## config.mk

```make
export PLATFORM = sky130hd
export DESIGN_NAME = escaped_frame_crc8_deframer
export DESIGN_NICKNAME = d
export VERILOG_FILES = /design/src/rtl/core/escfd_pkg.sv /design/src/rtl/core/escfd_crc8.sv /design/src/rtl/core/escfd_decoder.sv /design/src/rtl/core/escaped_frame_crc8_deframer.sv
export SDC_FILE = /design/constraint.sdc
export NUM_CORES = 1
export LEC_CHECK = 0
export ABC_AREA = 1
export BUFFER_PORTS_ARGS = -buffer_cell sky130_fd_sc_hd__buf_2
export CORE_ASPECT_RATIO = 0.75
export CORE_MARGIN = 5
export CORE_UTILIZATION = 50
export CTS_CLUSTER_DIAMETER = 150
export DETAILED_ROUTE_END_ITERATION = 12
export HOLD_SLACK_MARGIN = 0.08
export PLACE_DENSITY_LB_ADDON = 0.1
export SLEW_MARGIN = 40
export SYNTH_ARGS = -nofsm -noshare
export SYNTH_HDL_FRONTEND = slang
export SYNTH_SLANG_ARGS = --single-unit
```

## constraint.sdc

```tcl
create_clock -name clk -period 3.3 [get_ports clk]
set_clock_uncertainty 0.15 [all_clocks]
set_input_delay 0.33 -clock clk [delete_from_list [all_inputs] [get_ports clk]]
set_output_delay 0.33 -clock clk [all_outputs]
set_load 0.02 [all_outputs]
```

## src/rtl/core/escfd_pkg.sv

```systemverilog
package escfd_pkg;

	localparam logic [7:0] SOF_BYTE = 8'h21;
	localparam logic [7:0] EOF_BYTE = 8'h3B;
	localparam logic [7:0] ESC_BYTE = 8'h5C;
	localparam logic [7:0] ESC_SOF  = 8'h25;
	localparam logic [7:0] ESC_EOF  = 8'h5E;

	localparam logic [7:0] POLY_RESET    = 8'hA6;
	localparam logic [6:0] MAX_LEN_RESET = 7'd126;
	localparam logic [6:0] MIN_COUNT     = 7'd2;

	typedef enum logic [0:0] {
		REG_CRC_POLY = 1'b0,
		REG_MAX_LEN  = 1'b1
	} reg_index_t;

	typedef enum logic [1:0] {
		ST_OK       = 2'd0,
		ST_MISMATCH = 2'd1,
		ST_SHORT    = 2'd2,
		ST_LONG     = 2'd3
	} frame_status_t;

	typedef enum logic [0:0] {
		KIND_PAYLOAD = 1'b0,
		KIND_STATUS  = 1'b1
	} result_kind_t;

	typedef struct packed {
		result_kind_t  kind;
		logic [7:0]    payload_byte;
		frame_status_t status;
		logic [6:0]    payload_length;
	} result_t;

	typedef struct packed {
		logic [7:0] crc_polynomial;
		logic [6:0] max_decoded_bytes;
	} cfg_t;

endpackage

```

## src/rtl/core/escfd_crc8.sv

```systemverilog
module escfd_crc8 (
	input  logic [7:0] crc,
	input  logic [7:0] data,
	input  logic [7:0] poly,
	output logic [7:0] crc_next
);

	// MSB-first fold of one byte, one shift per bit.
	always_comb begin
		logic [7:0] v;
		v = crc ^ data;
		for (int i = 0; i < 8; i++) begin
			if (v[7]) begin
				v = {v[6:0], 1'b0} ^ poly;
			end else begin
				v = {v[6:0], 1'b0};
			end
		end
		crc_next = v;
	end

endmodule

```

## src/rtl/core/escfd_decoder.sv

```systemverilog
module escfd_decoder (
	input  logic                 clk,
	input  logic                 arst_n,
	input  logic                 fire,
	input  logic [7:0]           rx_byte,
	input  escfd_pkg::cfg_t      cfg,
	output logic                 res_valid,
	output escfd_pkg::result_t   res
);

	logic       in_frame_q, escape_q;
	logic [6:0] count_q;
	logic [7:0] held_q, crc_q;

	logic       in_frame_n, escape_n;
	logic [6:0] count_n;
	logic [7:0] held_n, crc_n;
	logic [7:0] crc_fold;
	logic [7:0] dec_byte;
	logic       dec_ok;

	escfd_crc8 u_crc (
		.crc      (crc_q),
		.data     (held_q),
		.poly     (cfg.crc_polynomial),
		.crc_next (crc_fold)
	);

	always_comb begin
		in_frame_n = in_frame_q;
		escape_n   = escape_q;
		count_n    = count_q;
		held_n     = held_q;
		crc_n      = crc_q;
		res_valid  = 1'b0;
		res        = '0;
		dec_byte   = rx_byte;
		dec_ok     = 1'b0;

		if (rx_byte == escfd_pkg::SOF_BYTE) begin
			in_frame_n = 1'b1;
			escape_n   = 1'b0;
			count_n    = '0;
			held_n     = '0;
			crc_n      = '0;
		end else if (in_frame_q) begin
			if (rx_byte == escfd_pkg::EOF_BYTE) begin
				in_frame_n = 1'b0;
				escape_n   = 1'b0;
				res_valid  = 1'b1;
				res.kind   = escfd_pkg::KIND_STATUS;
				if (count_q > escfd_pkg::MIN_COUNT) begin
					res.status = (held_q == crc_q) ? escfd_pkg::ST_OK
						: escfd_pkg::ST_MISMATCH;
					res.payload_length = count_q - 7'd1;
				end else begin
					res.status = escfd_pkg::ST_SHORT;
				end
			end else if (!escape_q) begin
				if (rx_byte == escfd_pkg::ESC_BYTE) begin
					escape_n = 1'b1;
				end else begin
					dec_ok = 1'b1;
				end
			end else begin
				escape_n = 1'b0;
				case (rx_byte)
					escfd_pkg::ESC_SOF: begin
						dec_byte = escfd_pkg::SOF_BYTE;
						dec_ok   = 1'b1;
					end
					escfd_pkg::ESC_EOF: begin
						dec_byte = escfd_pkg::EOF_BYTE;
						dec_ok   = 1'b1;
					end
					escfd_pkg::ESC_BYTE: begin
						dec_byte = escfd_pkg::ESC_BYTE;
						dec_ok   = 1'b1;
					end
					default: begin
						in_frame_n = 1'b0;
					end
				endcase
			end

			if (dec_ok) begin
				if (count_q >= cfg.max_decoded_bytes) begin
					in_frame_n = 1'b0;
					escape_n   = 1'b0;
					res_valid  = 1'b1;
					res.kind   = escfd_pkg::KIND_STATUS;
					res.status = escfd_pkg::ST_LONG;
					res.payload_length = (cfg.max_decoded_bytes == '0) ? '0
						: cfg.max_decoded_bytes - 7'd1;
				end else if (count_q != '0) begin
					res_valid        = 1'b1;
					res.kind         = escfd_pkg::KIND_PAYLOAD;
					res.payload_byte = held_q;
					crc_n            = crc_fold;
					held_n           = dec_byte;
					count_n          = count_q + 7'd1;
				end else begin
					held_n  = dec_byte;
					count_n = 7'd1;
				end
			end
		end
	end

	always_ff @(posedge clk or negedge arst_n) begin
		if (!arst_n) begin
			in_frame_q <= 1'b0;
			escape_q   <= 1'b0;
			count_q    <= '0;
			held_q     <= '0;
			crc_q      <= '0;
		end else if (fire) begin
			in_frame_q <= in_frame_n;
			escape_q   <= escape_n;
			count_q    <= count_n;
			held_q     <= held_n;
			crc_q      <= crc_n;
		end
	end

endmodule

```

## src/rtl/core/escaped_frame_crc8_deframer.sv

```systemverilog
// Path: an accepted input word is captured in the input register, then decoded into the
// output register once that register is empty or being drained; a stalled output holds the
// input register and blocks the slave side. The CRC fold is a combinational eight-step
// XOR chain. Throughput: one input word per cycle unless the output stalls.
// Reset (arst_n low, asynchronous): no frame open, CRC polynomial 0xA6, length limit 126,
// both stream stages empty.
module escaped_frame_crc8_deframer (
	input  logic        clk,
	input  logic        arst_n,

	input  logic        s_axis_tvalid,
	output logic        s_axis_tready,
	input  logic [7:0]  s_axis_tdata,   // [7:0] rx_byte

	output logic        m_axis_tvalid,
	input  logic        m_axis_tready,
	output logic [23:0] m_axis_tdata,   // [7:0] payload_byte, [9:8] frame_status,
	                                    // [16:10] payload_length, [23:17] zero
	output logic        m_axis_tuser,   // [0] result_kind

	input  logic        cfg_we,
	input  logic        cfg_index,
	input  logic [7:0]  cfg_wdata
);

	escfd_pkg::cfg_t    cfg_q;

	logic               valid_s1;
	logic [7:0]         byte_s1;

	logic               out_valid_q;
	escfd_pkg::result_t out_res_q;

	logic               s1_fire;
	logic               res_valid;
	escfd_pkg::result_t res;

	// Configuration registers; user writes only while the block is idle, unchecked.
	always_ff @(posedge clk or negedge arst_n) begin
		if (!arst_n) begin
			cfg_q.crc_polynomial    <= escfd_pkg::POLY_RESET;
			cfg_q.max_decoded_bytes <= escfd_pkg::MAX_LEN_RESET;
		end else if (cfg_we) begin
			case (escfd_pkg::reg_index_t'(cfg_index))
				escfd_pkg::REG_CRC_POLY: cfg_q.crc_polynomial    <= cfg_wdata;
				escfd_pkg::REG_MAX_LEN:  cfg_q.max_decoded_bytes <= cfg_wdata[6:0];
				default: ;
			endcase
		end
	end

	// Advance the stage-1 word into the decoder whenever the output register
	// is empty or being drained this cycle; words with no result advance too.
	assign s1_fire       = valid_s1 && (!out_valid_q || m_axis_tready);
	assign s_axis_tready = !valid_s1 || s1_fire;

	always_ff @(posedge clk or negedge arst_n) begin
		if (!arst_n) begin
			valid_s1 <= 1'b0;
		end else if (s_axis_tready) begin
			valid_s1 <= s_axis_tvalid;
		end
	end

	// Payload register: hold while stalled.
	always_ff @(posedge clk) begin
		if (s_axis_tready && s_axis_tvalid) begin
			byte_s1 <= s_axis_tdata;
		end
	end

	// Decoder: frame state, escape handling, hold-back and CRC.
	escfd_decoder u_decoder (
		.clk       (clk),
		.arst_n    (arst_n),
		.fire      (s1_fire),
		.rx_byte   (byte_s1),
		.cfg       (cfg_q),
		.res_valid (res_valid),
		.res       (res)
	);

	// Output register: load on a decoded result, drop valid once taken.
	always_ff @(posedge clk or negedge arst_n) begin
		if (!arst_n) begin
			out_valid_q <= 1'b0;
		end else if (s1_fire) begin
			out_valid_q <= res_valid;
		end else if (m_axis_tready) begin
			out_valid_q <= 1'b0;
		end
	end

	always_ff @(posedge clk) begin
		if (s1_fire && res_valid) begin
			out_res_q <= res;
		end
	end

	assign m_axis_tvalid = out_valid_q;
	assign m_axis_tuser  = out_res_q.kind;
	assign m_axis_tdata  = {7'd0, out_res_q.payload_length, out_res_q.status,
		out_res_q.payload_byte};

`ifndef SYNTHESIS
	// A held stage-1 word behind a stalled output must block the slave side.
	assert property (@(posedge clk) disable iff (!arst_n)
		(valid_s1 && out_valid_q && !m_axis_tready) |-> !s_axis_tready)
		else $error("input accepted while pipeline is stalled");

	// A pending result under a stalled output must stay valid and unchanged.
	assert property (@(posedge clk) disable iff (!arst_n)
		(out_valid_q && !m_axis_tready) |=> (out_valid_q && $stable(out_res_q)))
		else $error("pending result changed under stall");

	// A payload word carries no status or length.
	assert property (@(posedge clk) disable iff (!arst_n)
		(out_valid_q && out_res_q.kind == escfd_pkg::KIND_PAYLOAD) |->
		(out_res_q.status == escfd_pkg::ST_OK && out_res_q.payload_length == '0))
		else $error("payload word with nonzero status fields");

	// A too-short frame reports zero length.
	assert property (@(posedge clk) disable iff (!arst_n)
		(out_valid_q && out_res_q.kind == escfd_pkg::KIND_STATUS &&
		out_res_q.status == escfd_pkg::ST_SHORT) |-> (out_res_q.payload_length == '0))
		else $error("short frame with nonzero length");
`endif

endmodule
```

==> results of run 1 <==
cells in the mapped netlist, types with 2 or more instances:
| master | number |
|---|---|
| nand2_1 | 150 |
| inv_1 | 75 |
| nand3_1 | 65 |
| nor2_1 | 49 |
| o21ai_0 | 34 |
| dfrtp_1 | 32 |
| edfxtp_1 | 26 |
| xor2_1 | 25 |
| xnor2_1 | 21 |
| a21oi_1 | 15 |
| ha_1 | 13 |
| nand2_2 | 12 |
| inv_2 | 11 |
| dfstp_2 | 10 |
| nor3_1 | 9 |
| buf_4 | 7 |
| clkbuf_1 | 7 |
| nand2_4 | 7 |
| nand4_1 | 7 |
| o22ai_1 | 6 |
| nand3_2 | 5 |
| nand3_4 | 5 |
| buf_2 | 3 |
| clkinv_1 | 3 |
| nor2_8 | 3 |
| and3_1 | 2 |
| nor2_2 | 2 |
| nor2_4 | 2 |
| nor4_1 | 2 |
| o211ai_1 | 2 |
| o21a_1 | 2 |
| o21ai_1 | 2 |
cells in the final DEF (no fill, tap or decap), types with 2 or more instances in the layout:
cell type,instances
nand3_1,60
nor3_1,9
nand2_2,15
dfstp_2,10
nand4_1,7
inv_1,74
o211ai_1,2
nand3_4,6
nor2_4,4
edfxtp_1,26
nor2_2,3
o21ai_0,34
inv_2,10
nand2_4,13
nor4_1,2
xnor2_2,2
dfrtp_1,31
a21oi_1,14
clkinvlp_4,2
nor2_8,3
clkbuf_8,2
o21a_1,2
clkinv_1,3
dlygate4sd3_1,10
nand3_2,9
clkbuf_16,9
xnor2_1,19
and3_1,2
buf_4,32
inv_4,4
o22ai_1,6
buf_2,40
nand2_1,141
xor2_1,25
nor2_1,47
ha_1,13
conb_1,7
layer usage:
layer / vias to the layer above / wire (µm) / GRT usage [%]
met1: 2030 / 5800 / 31.8
met2: 155 / 5470 / 32.6
li1: 2176 / - / -
met5: - / 0 / 0
met3: 13 / 1010 / 5.46
met4: 0 / 150 / 5.62
final timing paths:
kind / endpoint / startpoint
max reg2reg: u_decoder.crc_q[4]$_DFFE_PN0P_ / u_decoder.held_q[6]$_DFFE_PN0P_
min in group asynchronous: u_decoder.held_q[7]$_DFFE_PN0P_ / arst_n
min reg2reg: cfg_q[5]$_DFFE_PN1P_ / cfg_q[5]$_DFFE_PN1P_
min: cfg_q[3]$_DFFE_PN1P_ / cfg_wdata[3]
max: u_decoder.crc_q[4]$_DFFE_PN0P_ / u_decoder.held_q[6]$_DFFE_PN0P_
max in group asynchronous: u_decoder.crc_q[7]$_DFFE_PN0P_ / arst_n
flip-flops by register name, indices dropped and copies added, names as in the netlist:
register              count
m_axis_tuser              1
cfg_q                    15
u_decoder.held_q          8
u_decoder.crc_q           8
u_decoder.count_q         7
byte_s1                   8
valid_s1                  1
m_axis_tdata             17
u_decoder.in_frame_q      1
m_axis_tvalid             1
u_decoder.escape_q        1
logic make-up after synthesis:
family,after synthesis
muxes,1
other,1
xor gates and xnor gates,47
DFF,68
adders and majority gates,13
AOI/OAI and AO/OA,67
and+or+nand+nor,320
buffers and inverters,107
repair_timing:
action                                  CTS  global route
gates resized for setup                   0            32
endpoints found under the hold margin    42             0
buffers inserted                          0            17
hold buffers                             10             0
endpoints found under the setup margin    0            26
through the flow:
stage	util, %	instance area, µm²	hold WS [ns]	setup WS, ns	setup TNS, ns
4_1_cts	59.1	5640	0.0912	0.110	0
6_report	61.9	5910	0.0941	0.163	0
5_1_grt	61.9	5910	0.108	-0.0388	-0.142
2_1_floorplan	-	4860	-0.116	0.149	0
3_3_place_gp	55.0	5250	0.333	0.202	0
3_5_place_dp	55.0	5250	0.207	0.141	0
layout make-up:
| cell class | instances | area [µm²] |
|---|---|---|
| Fill cell | 848 | 3630 |
| Multi-Input combinational cell | 456 | 2710 |
| Sequential cell | 68 | 1850 |
| Timing Repair Buffer | 83 | 561 |
| Inverter | 90 | 345 |
| Clock buffer | 11 | 253 |
| Tap cell | 132 | 165 |
| Clock inverter | 5 | 35.0 |
worst register-to-register path: cells and delay by family (launching register included):
kind | cells | cell delay (ns)
flops | 1 | 0.38
buf+inv | 6 | 0.46
simple gates | 19 | 2.02
==> qor.csv, run 1 <==
stage,metric,value,unit
placement,dp.cells,801,
logic_synthesis,synthSimpleGateAreaFrac,32.5,%
cts,count_of_clock_tree_sinks,68,
floorplan,chipHeight,95.1,µm
detailed_routing,dr.first_iter.drc_count,364,
detailed_routing,route.detailed.wl_per_inst,14.7,µm
critical_path,timing.critical_path.depth,25,
floorplan,die_width,124,µm
floorplan,design.die.area,11800,µm²
logic_synthesis,ys_async_sr_fraction,61.8,%
finish,antenna_cells,0,
logic_synthesis,synth_top_family_by_area,simple AND/OR/NAND/NOR gates,
global_routing,number_of_global_route_vias_before_repair,4057,
cts,clock_latency,0.33,ns
logic_synthesis,area_contributors_post_synth,"dfrtp_1 17%, edfxtp_1 16%, nand2_1 12%",
critical_path,critical_path_buffer_and_inverter_count,6,
cts,cts_max_path_buffers,2,
global_routing,grt_max_degree,43,
timing,maxSlewViolCount,0,
critical_path,reg2reg_setup_slack,0.16,ns
floorplan,fp.coreArea,9540,µm²
logic_synthesis,yosys_most_used_dff,dfrtp_1,
detailed_routing,vias_per_cell,5.18,
critical_path,worst_path_largest_cell_delay,0.38,ns
global_routing,antenna_violations_before_repair,0,
detailed_routing,detail_route.wirelength,12.4,mm
logic_synthesis,synth-edff-count,26,
critical_path,worst_path_max_delay_cell,dfrtp_1,
cts,cts_tree,yes,
logic_synthesis,post-synth-top-area-fraction,16.6,%
finish,finalNonFillerCells,845,
floorplan,effective_utilization_at_floorplan,50.7,%
cts,worst_setup_hold_path_clk_slew,0.06,ns
logic_synthesis,ys_types,42,
placement,gp_routability_congestion,0.917,
finish,post_route_cells_drive_above_1_share,24.3,%
run,maxCapViolations,0,
logic_synthesis,netlist.top_cell.by_area,dfrtp_1,
cts,clock-root-buffer,clkbuf_16,
logic_synthesis,synth.cell_area,4830,µm²
timing,worst_pin_slew,0.559,ns
logic_synthesis,mean_area_per_synthesized_cell,7.75,µm²
finish,fin_nets,743,
detailed_routing,drcViolationCount,0,
finish,area.growth.synth_to_final,22.3,%
hold_path,min_delay_path_depth,3,
placement,port_buffers,41,
critical_path,crit_required,3.36,ns
floorplan,io_pins,49,
critical_path,worst_path_dominant_cell_family,simple AND/OR/NAND/NOR gates,
logic_synthesis,post_synth_xor_area_fraction,8.90,%
critical_path,worst-r2r-cell-count,25,
timing,max_freq,0.319,GHz
global_routing,grt_remaining_overflow,0,
detailed_routing,drt_pre_antenna_iters,5,
global_routing,grt_first_pass_wirelength,19.8,mm
critical_path,worstSetupStartpointType,register,
logic_synthesis,synth.mux.area_fraction,0.233,%
cts,cts.htree.levels,3,
critical_path,worst_ep_arrival_time,3.20,ns
floorplan,row_count,31,
critical_path,critical_path_peak_fanout,8,
detailed_routing,via_count,4374,
timing,hold_viol,0,
critical_path,timing_worst_setup_path_type,reg2reg,
timing,slew-limit-headroom,62.8,%
logic_synthesis,synth_fa_ha_area_share,3.37,%
cts,numCtsBuffers,9,
logic_synthesis,ys_ff_latch,68,
timing,final_cycle_share,95.1,%
global_routing,grt_usage,21.9,%
timing,setup-violations-final,0,
timing,final_period_minus_worst_setup_slack,3.14,ns
logic_synthesis,synthesized_area_fraction_occupied_by_ao_oa_aoi_and_oai_cells,7.74,%
status,outcome,completed,
placement,detailedPlacementHpwl,9.25,mm
critical_path,cp-end-kind,register,
logic_synthesis,synth.yosys.seq_area_share,38.2,%
hold_path,worstHoldPathType,in2reg,
logic_synthesis,ys_warn_count,0,
logic_synthesis,syn-instance-count,624,
detailed_routing,ant_nets,0,
Power of run 1 is left out: the tool's default activity adds up to more than one toggle a clock period on the data nets, which glitch-free logic cannot reach.
==> run 2: changes to the inputs <==
Settings changed: BUFFER_PORTS_ARGS -buffer_cell sky130_fd_sc_hd__buf_2 to unset, CORE_MARGIN 5 to 1, DONT_BUFFER_PORTS set to 1.
==> qor.csv, run 2 (same netlist as run 1, synthesis figures left out) <==
stage,metric,value,unit,change
critical_path,cp-endpoint,u_decoder.crc_q[2]$_DFFE_PN0P_,,
timing,max_freq,0.319,GHz,+0.16%
floorplan,row_count,30,,-3.2%
floorplan,die_width,116,µm,-6.5%
finish,area.growth.synth_to_final,18.9,%,
cts,clock-root-buffer,clkbuf_16,,
finish,commonest_cells_after_routing_fill_and_taps_aside,"139 x nand2_1, 74 x inv_1, 62 x nand3_1",,
timing,setup-violations-final,0,,unchanged
floorplan,fp.coreArea,9200,µm²,-3.6%
finish,finalNonFillerCells,806,,-4.6%
critical_path,critical_path_peak_fanout,12,,+4
cts,cts_tree,yes,,
run,maxCapViolations,0,,unchanged
cts,cts.htree.levels,3,,unchanged
global_routing,grt_usage,26.0,%,+4.2 points
critical_path,crit_chain,buf_4 > nand2_2 > nand2_4 > nand3_4 > nand2_4 > buf_4 > nand3_2 > nand2_4 > nand3_4 > nand2_4 > inv_2 > nor2_8 > nand3_4 > nand2_2 > nand2_1 > nand2_2 > nand2_1 > nand2_1 > nand2_1 > nand3_1 > nand2_1,,
placement,dp.cells,756,,-5.6%
detailed_routing,route.detailed.wl_per_inst,14.8,µm,+0.28%
critical_path,worst_path_max_delay_cell,dfstp_2,,
timing,final_period_minus_worst_setup_slack,3.13,ns,-0.00507 ns
global_routing,grt_remaining_overflow,0,,unchanged
critical_path,reg2reg_launch_point,cfg_q[14]$_DFFE_PN1P_,,
finish,post_route_cells_drive_above_1_share,18.4,%,-5.8 points
critical_path,r2r_end,u_decoder.crc_q[2]$_DFFE_PN0P_,,
finish,antenna_cells,0,,unchanged
critical_path,worst_path_dominant_cell_family,simple AND/OR/NAND/NOR gates,,
critical_path,worst-r2r-cell-count,21,,-16%
timing,hold_viol,0,,unchanged
critical_path,cp-end-kind,register,,
finish,fin_nets,708,,-4.7%
timing,final_cycle_share,94.9,%,-0.15 points
hold_path,worstHoldPathType,in2reg,,
placement,detailedPlacementHpwl,8.92,mm,-3.5%
global_routing,grt_first_pass_wirelength,19.7,mm,-0.59%
cts,cts_max_path_buffers,2,,unchanged
detailed_routing,dr.first_iter.drc_count,326,,-10%
critical_path,reg2reg_setup_slack,0.17,ns,about the same
floorplan,design.die.area,10100,µm²,-14%
global_routing,antenna_violations_before_repair,0,,unchanged
placement,port_buffers,0,,-100%
critical_path,crit_required,3.38,ns,+0.02 ns
critical_path,timing_worst_setup_path_type,reg2reg,,
floorplan,chipHeight,87.1,µm,-8.4%
cts,count_of_clock_tree_sinks,68,,unchanged
placement,gp_routability_congestion,0.915,,-0.14%
cts,clock_latency,0.34,ns,about the same
critical_path,crit_path_start,cfg_q[14]$_DFFE_PN1P_,,
detailed_routing,vias_per_cell,5.31,,+2.5%
finish,final_common_cell,nand2_1,,
critical_path,worstSetupStartpointType,register,,
cts,numCtsBuffers,9,,unchanged
status,outcome,completed,,
detailed_routing,via_count,4278,,-2.2%
critical_path,worst_path_largest_cell_delay,0.59,ns,+0.21 ns
global_routing,grt_max_degree,43,,unchanged
finish,layout.core_utilization,62.5,%,+0.56 points
detailed_routing,drcViolationCount,0,,unchanged
floorplan,effective_utilization_at_floorplan,52.6,%,+1.9 points
critical_path,crit_top_cell,nand2_1,,
cts,worst_setup_hold_path_clk_slew,0.06,ns,about the same
critical_path,worst_ep_arrival_time,3.21,ns,about the same
finish,flip_flop_count_of_the_largest_register_after_layout,17,,unchanged
global_routing,number_of_global_route_vias_before_repair,3931,,-3.1%
detailed_routing,ant_nets,0,,unchanged
critical_path,critical_path_buffer_and_inverter_count,3,,-3
critical_path,timing.critical_path.depth,21,,-16%
floorplan,io_pins,49,,unchanged
timing,maxSlewViolCount,0,,unchanged
detailed_routing,detail_route.wirelength,11.9,mm,-4.4%
detailed_routing,drt_pre_antenna_iters,4,,-1
[run 2: changes by cell type in the layout (fill, tap and decap cells not counted), sizes merged]
cell / before / now
clkinv: 5 / 7
inv: 88 / 87
nor2: 57 / 56
buf: 73 / 29
nand2: 169 / 170
bufinv: 0 / 1
clkinvlp: 2 / 0
dlygate4sd3: 10 / 19
[run 2: how the worst min path moves through the flow]
stage / startpoint / end / depth (start not counted)
after floorplan: arst_n / cfg_q[0]$_DFFE_PN0P_ / 0
after global placement: arst_n / u_decoder.crc_q[5]$_DFFE_PN0P_ / 0
after detailed placement: arst_n / u_decoder.crc_q[6]$_DFFE_PN0P_ / 0
after CTS: cfg_we / cfg_q[2]$_DFFE_PN1P_ / 3
after global routing: cfg_we / cfg_q[6]$_DFFE_PN1P_ / 2
final: cfg_we / cfg_q[4]$_DFFE_PN1P_ / 3
[run 2: through the flow]
step	hold WS [ns]	setup slack [ns]	TNS, ns	cell area [µm²]
6_report	0.243	0.168	0	5750
2_1_floorplan	-0.116	0.149	0	4860
4_1_cts	0.225	0.131	0	5540
3_3_place_gp	-0.114	0.204	0	5030
3_5_place_dp	-0.114	0.159	0	5030
5_1_grt	0.286	-0.0339	-0.0876	5750
[run 2: routing by layer]
metal	vias to the layer above	track usage [%]	share of wire, %
met2	122	37.5	42
met1	2033	38.4	50
li1	2107	-	-
met5	-	0	0
met3	16	6.19	5.7
met4	0	7.67	1.6
[run 2: cell type report]
class	instances	area (µm²)
Multi-Input combinational cell	456	2690
Timing Repair Buffer	48	420
Clock inverter	5	52.6
Inverter	90	340
Clock buffer	11	243
Sequential cell	68	1840
Tap cell	128	160
Fill cell	812	3450
[run 2: what timing repair did]
action | CTS | global route
resized for setup | 0 | 30
hold endpoints to repair | 67 | 0
setup buffers | 0 | 13
hold buffers | 20 | 0
setup endpoints to repair | 0 | 26
[run 2: worst register-to-register path, cell delays in order, from the launching register on]
cell     delay, ns
dfstp_2       0.59
buf_4         0.29
nand2_2       0.11
nand2_4       0.10
nand3_4       0.12
nand2_4       0.08
buf_4         0.11
nand3_2       0.10
nand2_4       0.14
nand3_4       0.12
nand2_4       0.13
inv_2         0.07
nor2_8        0.15
nand3_4       0.15
nand2_2       0.12
nand2_1       0.08
nand2_2       0.10
nand2_1       0.06
nand2_1       0.09
nand2_1       0.06
nand3_1       0.06
nand2_1       0.05
Power of run 2 is left out for the same reason.
==> run 3: changes to the inputs <==
Settings changed: CELL_PAD_IN_SITES_DETAIL_PLACEMENT set to 1, CELL_PAD_IN_SITES_GLOBAL_PLACEMENT set to 1, CORE_UTILIZATION 50 to 43.
==> qor.csv, run 3 (same netlist as run 1, synthesis figures left out) <==
stage,metric,value,unit,change
status,outcome,completed,,
global_routing,grt_max_degree,43,,unchanged
finish,fillerInstances,1346,,+66%
detailed_routing,via_count,4345,,+1.6%
floorplan,row_count,33,,+10%
detailed_routing,drcViolationCount,0,,unchanged
timing,grt_setup_unrepaired,true,,
critical_path,cp-end-kind,register,,
floorplan,fp.coreArea,10900,µm²,+19%
global_routing,number_of_global_route_vias_before_repair,4333,,+10%
floorplan,design.die.area,11700,µm²,+16%
critical_path,crit_top_cell,nand2_1,,
finish,flip_flop_count_of_the_largest_register_after_layout,17,,unchanged
detailed_routing,route.detailed.wl_per_inst,17.7,µm,+20%
floorplan,chipHeight,93.8,µm,+7.7%
cts,cts_tree,yes,,
detailed_routing,dr.first_iter.drc_count,254,,-22%
placement,placement.setup.worst_slack,-0.0138,ns,-0.173 ns
global_routing,grt_first_pass_wirelength,22.9,mm,+16%
critical_path,critical_path_peak_fanout,6,,-6
finish,antenna_cells,0,,unchanged
critical_path,crit_chain,inv_2 > nand2_1 > nand2_2 > nand3_2 > nand2_4 > nand2_2 > nand2_4 > nand3_1 > nand2_1 > inv_1 > nor2_2 > nand3_4 > nand3_4 > inv_2 > nand2_2 > nand2_1 > o21ai_1 > nand2_1 > nand2_1 > inv_1 > nor2_1 > nand3_1 > nand3_1 > nand2_1,,
critical_path,worst_path_max_delay_cell,dfrtp_1,,
hold_path,min_delay_path_depth,3,,unchanged
placement,gp_routability_congestion,0.867,,-5.3%
cts,cts.htree.levels,3,,unchanged
critical_path,worst_path_largest_cell_delay,0.40,ns,-0.19 ns
timing,hold_viol,0,,unchanged
critical_path,crit_required,3.37,ns,about the same
timing,setup_ws,0.0399,ns,-0.128 ns
detailed_routing,vias_per_cell,5.29,,-0.29%
finish,area.growth.synth_to_final,21.3,%,
cts,clock-root-buffer,clkbuf_16,,
detailed_routing,drt_pre_antenna_iters,5,,+1
hold_path,worstHoldPathType,in2reg,,
cts,worst_setup_hold_path_clk_slew,0.06,ns,about the same
detailed_routing,ant_nets,0,,unchanged
finish,post_route_cells_drive_above_1_share,20.3,%,+1.8 points
cts,clock_latency,0.33,ns,about the same
finish,final_common_cell,nand2_1,,
critical_path,worst-r2r-cell-count,24,,+14%
floorplan,effective_utilization_at_floorplan,44.2,%,-8.4 points
global_routing,grt_usage,25.7,%,-0.37 points
timing,maxSlewViolCount,0,,unchanged
global_routing,grt_remaining_overflow,0,,unchanged
run,maxCapViolations,0,,unchanged
cts,numCtsBuffers,9,,unchanged
finish,fin_nets,711,,+0.42%
cts,count_of_clock_tree_sinks,68,,unchanged
cts,cts_max_path_buffers,2,,unchanged
finish,commonest_cells_after_routing_fill_and_taps_aside,"137 x nand2_1, 73 x inv_1, 63 x nand3_1",,
global_routing,antenna_violations_before_repair,0,,unchanged
floorplan,die_width,124,µm,+7.7%
detailed_routing,detail_route.wirelength,14.6,mm,+22%
critical_path,worst_ep_arrival_time,3.33,ns,+0.12 ns
timing,final_period_minus_worst_setup_slack,3.26,ns,+0.128 ns
placement,detailedPlacementHpwl,10.8,mm,+21%
timing,setup-violations-final,0,,unchanged
timing,max_freq,0.307,GHz,-3.9%
critical_path,timing_worst_setup_path_type,reg2reg,,
critical_path,worstSetupStartpointType,register,,
floorplan,io_pins,49,,unchanged
timing,final_cycle_share,98.8,%,+3.9 points
placement,port_buffers,0,,unchanged
## run 3: path summary, 6_finish.rpt
| path | slack (ns) | end | from |
|---|---|---|---|
| min in group asynchronous | 0.36 | cfg_q[13]$_DFFE_PN0P_ | arst_n |
| max reg2reg | 0.04 | u_decoder.crc_q[7]$_DFFE_PN0P_ | u_decoder.crc_q[6]$_DFFE_PN0P_ |
| min | 0.28 | cfg_q[5]$_DFFE_PN1P_ | cfg_we |
| min reg2reg | 0.35 | cfg_q[5]$_DFFE_PN1P_ | cfg_q[5]$_DFFE_PN1P_ |
| max in group asynchronous | 2.38 | cfg_q[4]$_DFFE_PN1P_ | arst_n |
| max | 0.04 | u_decoder.crc_q[7]$_DFFE_PN0P_ | u_decoder.crc_q[6]$_DFFE_PN0P_ |
## run 3: final cells by class
class	count	area (µm²)	share of cell area [%]
multi-input combinational	455	2720	46.3
clock buffer	11	253	4.31
sequential	68	1840	31.5
inverter	90	340	5.81
timing repair buffer	52	474	8.09
tap	140	175	2.99
clock inverter	5	60.1	1.02
## run 3: metal layers
metal	track usage, %	part of all wire, %	up-vias
met2	40.6	46	79
met5	0	0	-
li1	-	-	2106
met1	36.7	49	2154
met3	4.50	4.7	6
met4	5.22	0.61	0
## run 3: per-stage QoR
| stage | instances | TNS [ns] | instance area (µm²) | hold slack (ns) | util, % |
|---|---|---|---|---|---|
| 2_1_floorplan | 630 | 0 | 4860 | -0.116 | - |
| 3_3_place_gp | 770 | 0 | 5080 | -0.114 | 46.4 |
| 3_5_place_dp | 770 | -0.0138 | 5080 | -0.114 | 46.4 |
| 4_1_cts | 806 | 0 | 5620 | 0.263 | 51.4 |
| 5_1_grt | 821 | -0.631 | 5860 | 0.308 | 53.6 |
| 6_report | 821 | 0 | 5860 | 0.275 | 53.6 |
## run 3: critical path, delay by kind of cell, from the launching register on
kind | cells | cell delay, ns
AND/OR/NAND/NOR | 19 | 2.13
flip-flops | 1 | 0.40
AO/OA/AOI/OAI | 1 | 0.22
buffers and inverters | 4 | 0.21
## run 3: timing repair
action | in CTS | in global routing
gates resized for setup | 3 | 36
endpoints found under the setup margin | 2 | 26
endpoints found under the hold margin | 66 | 0
hold buffers | 20 | 0
pin swaps | 0 | 14
buffers inserted | 0 | 15
Power of run 3 is left out for the same reason.
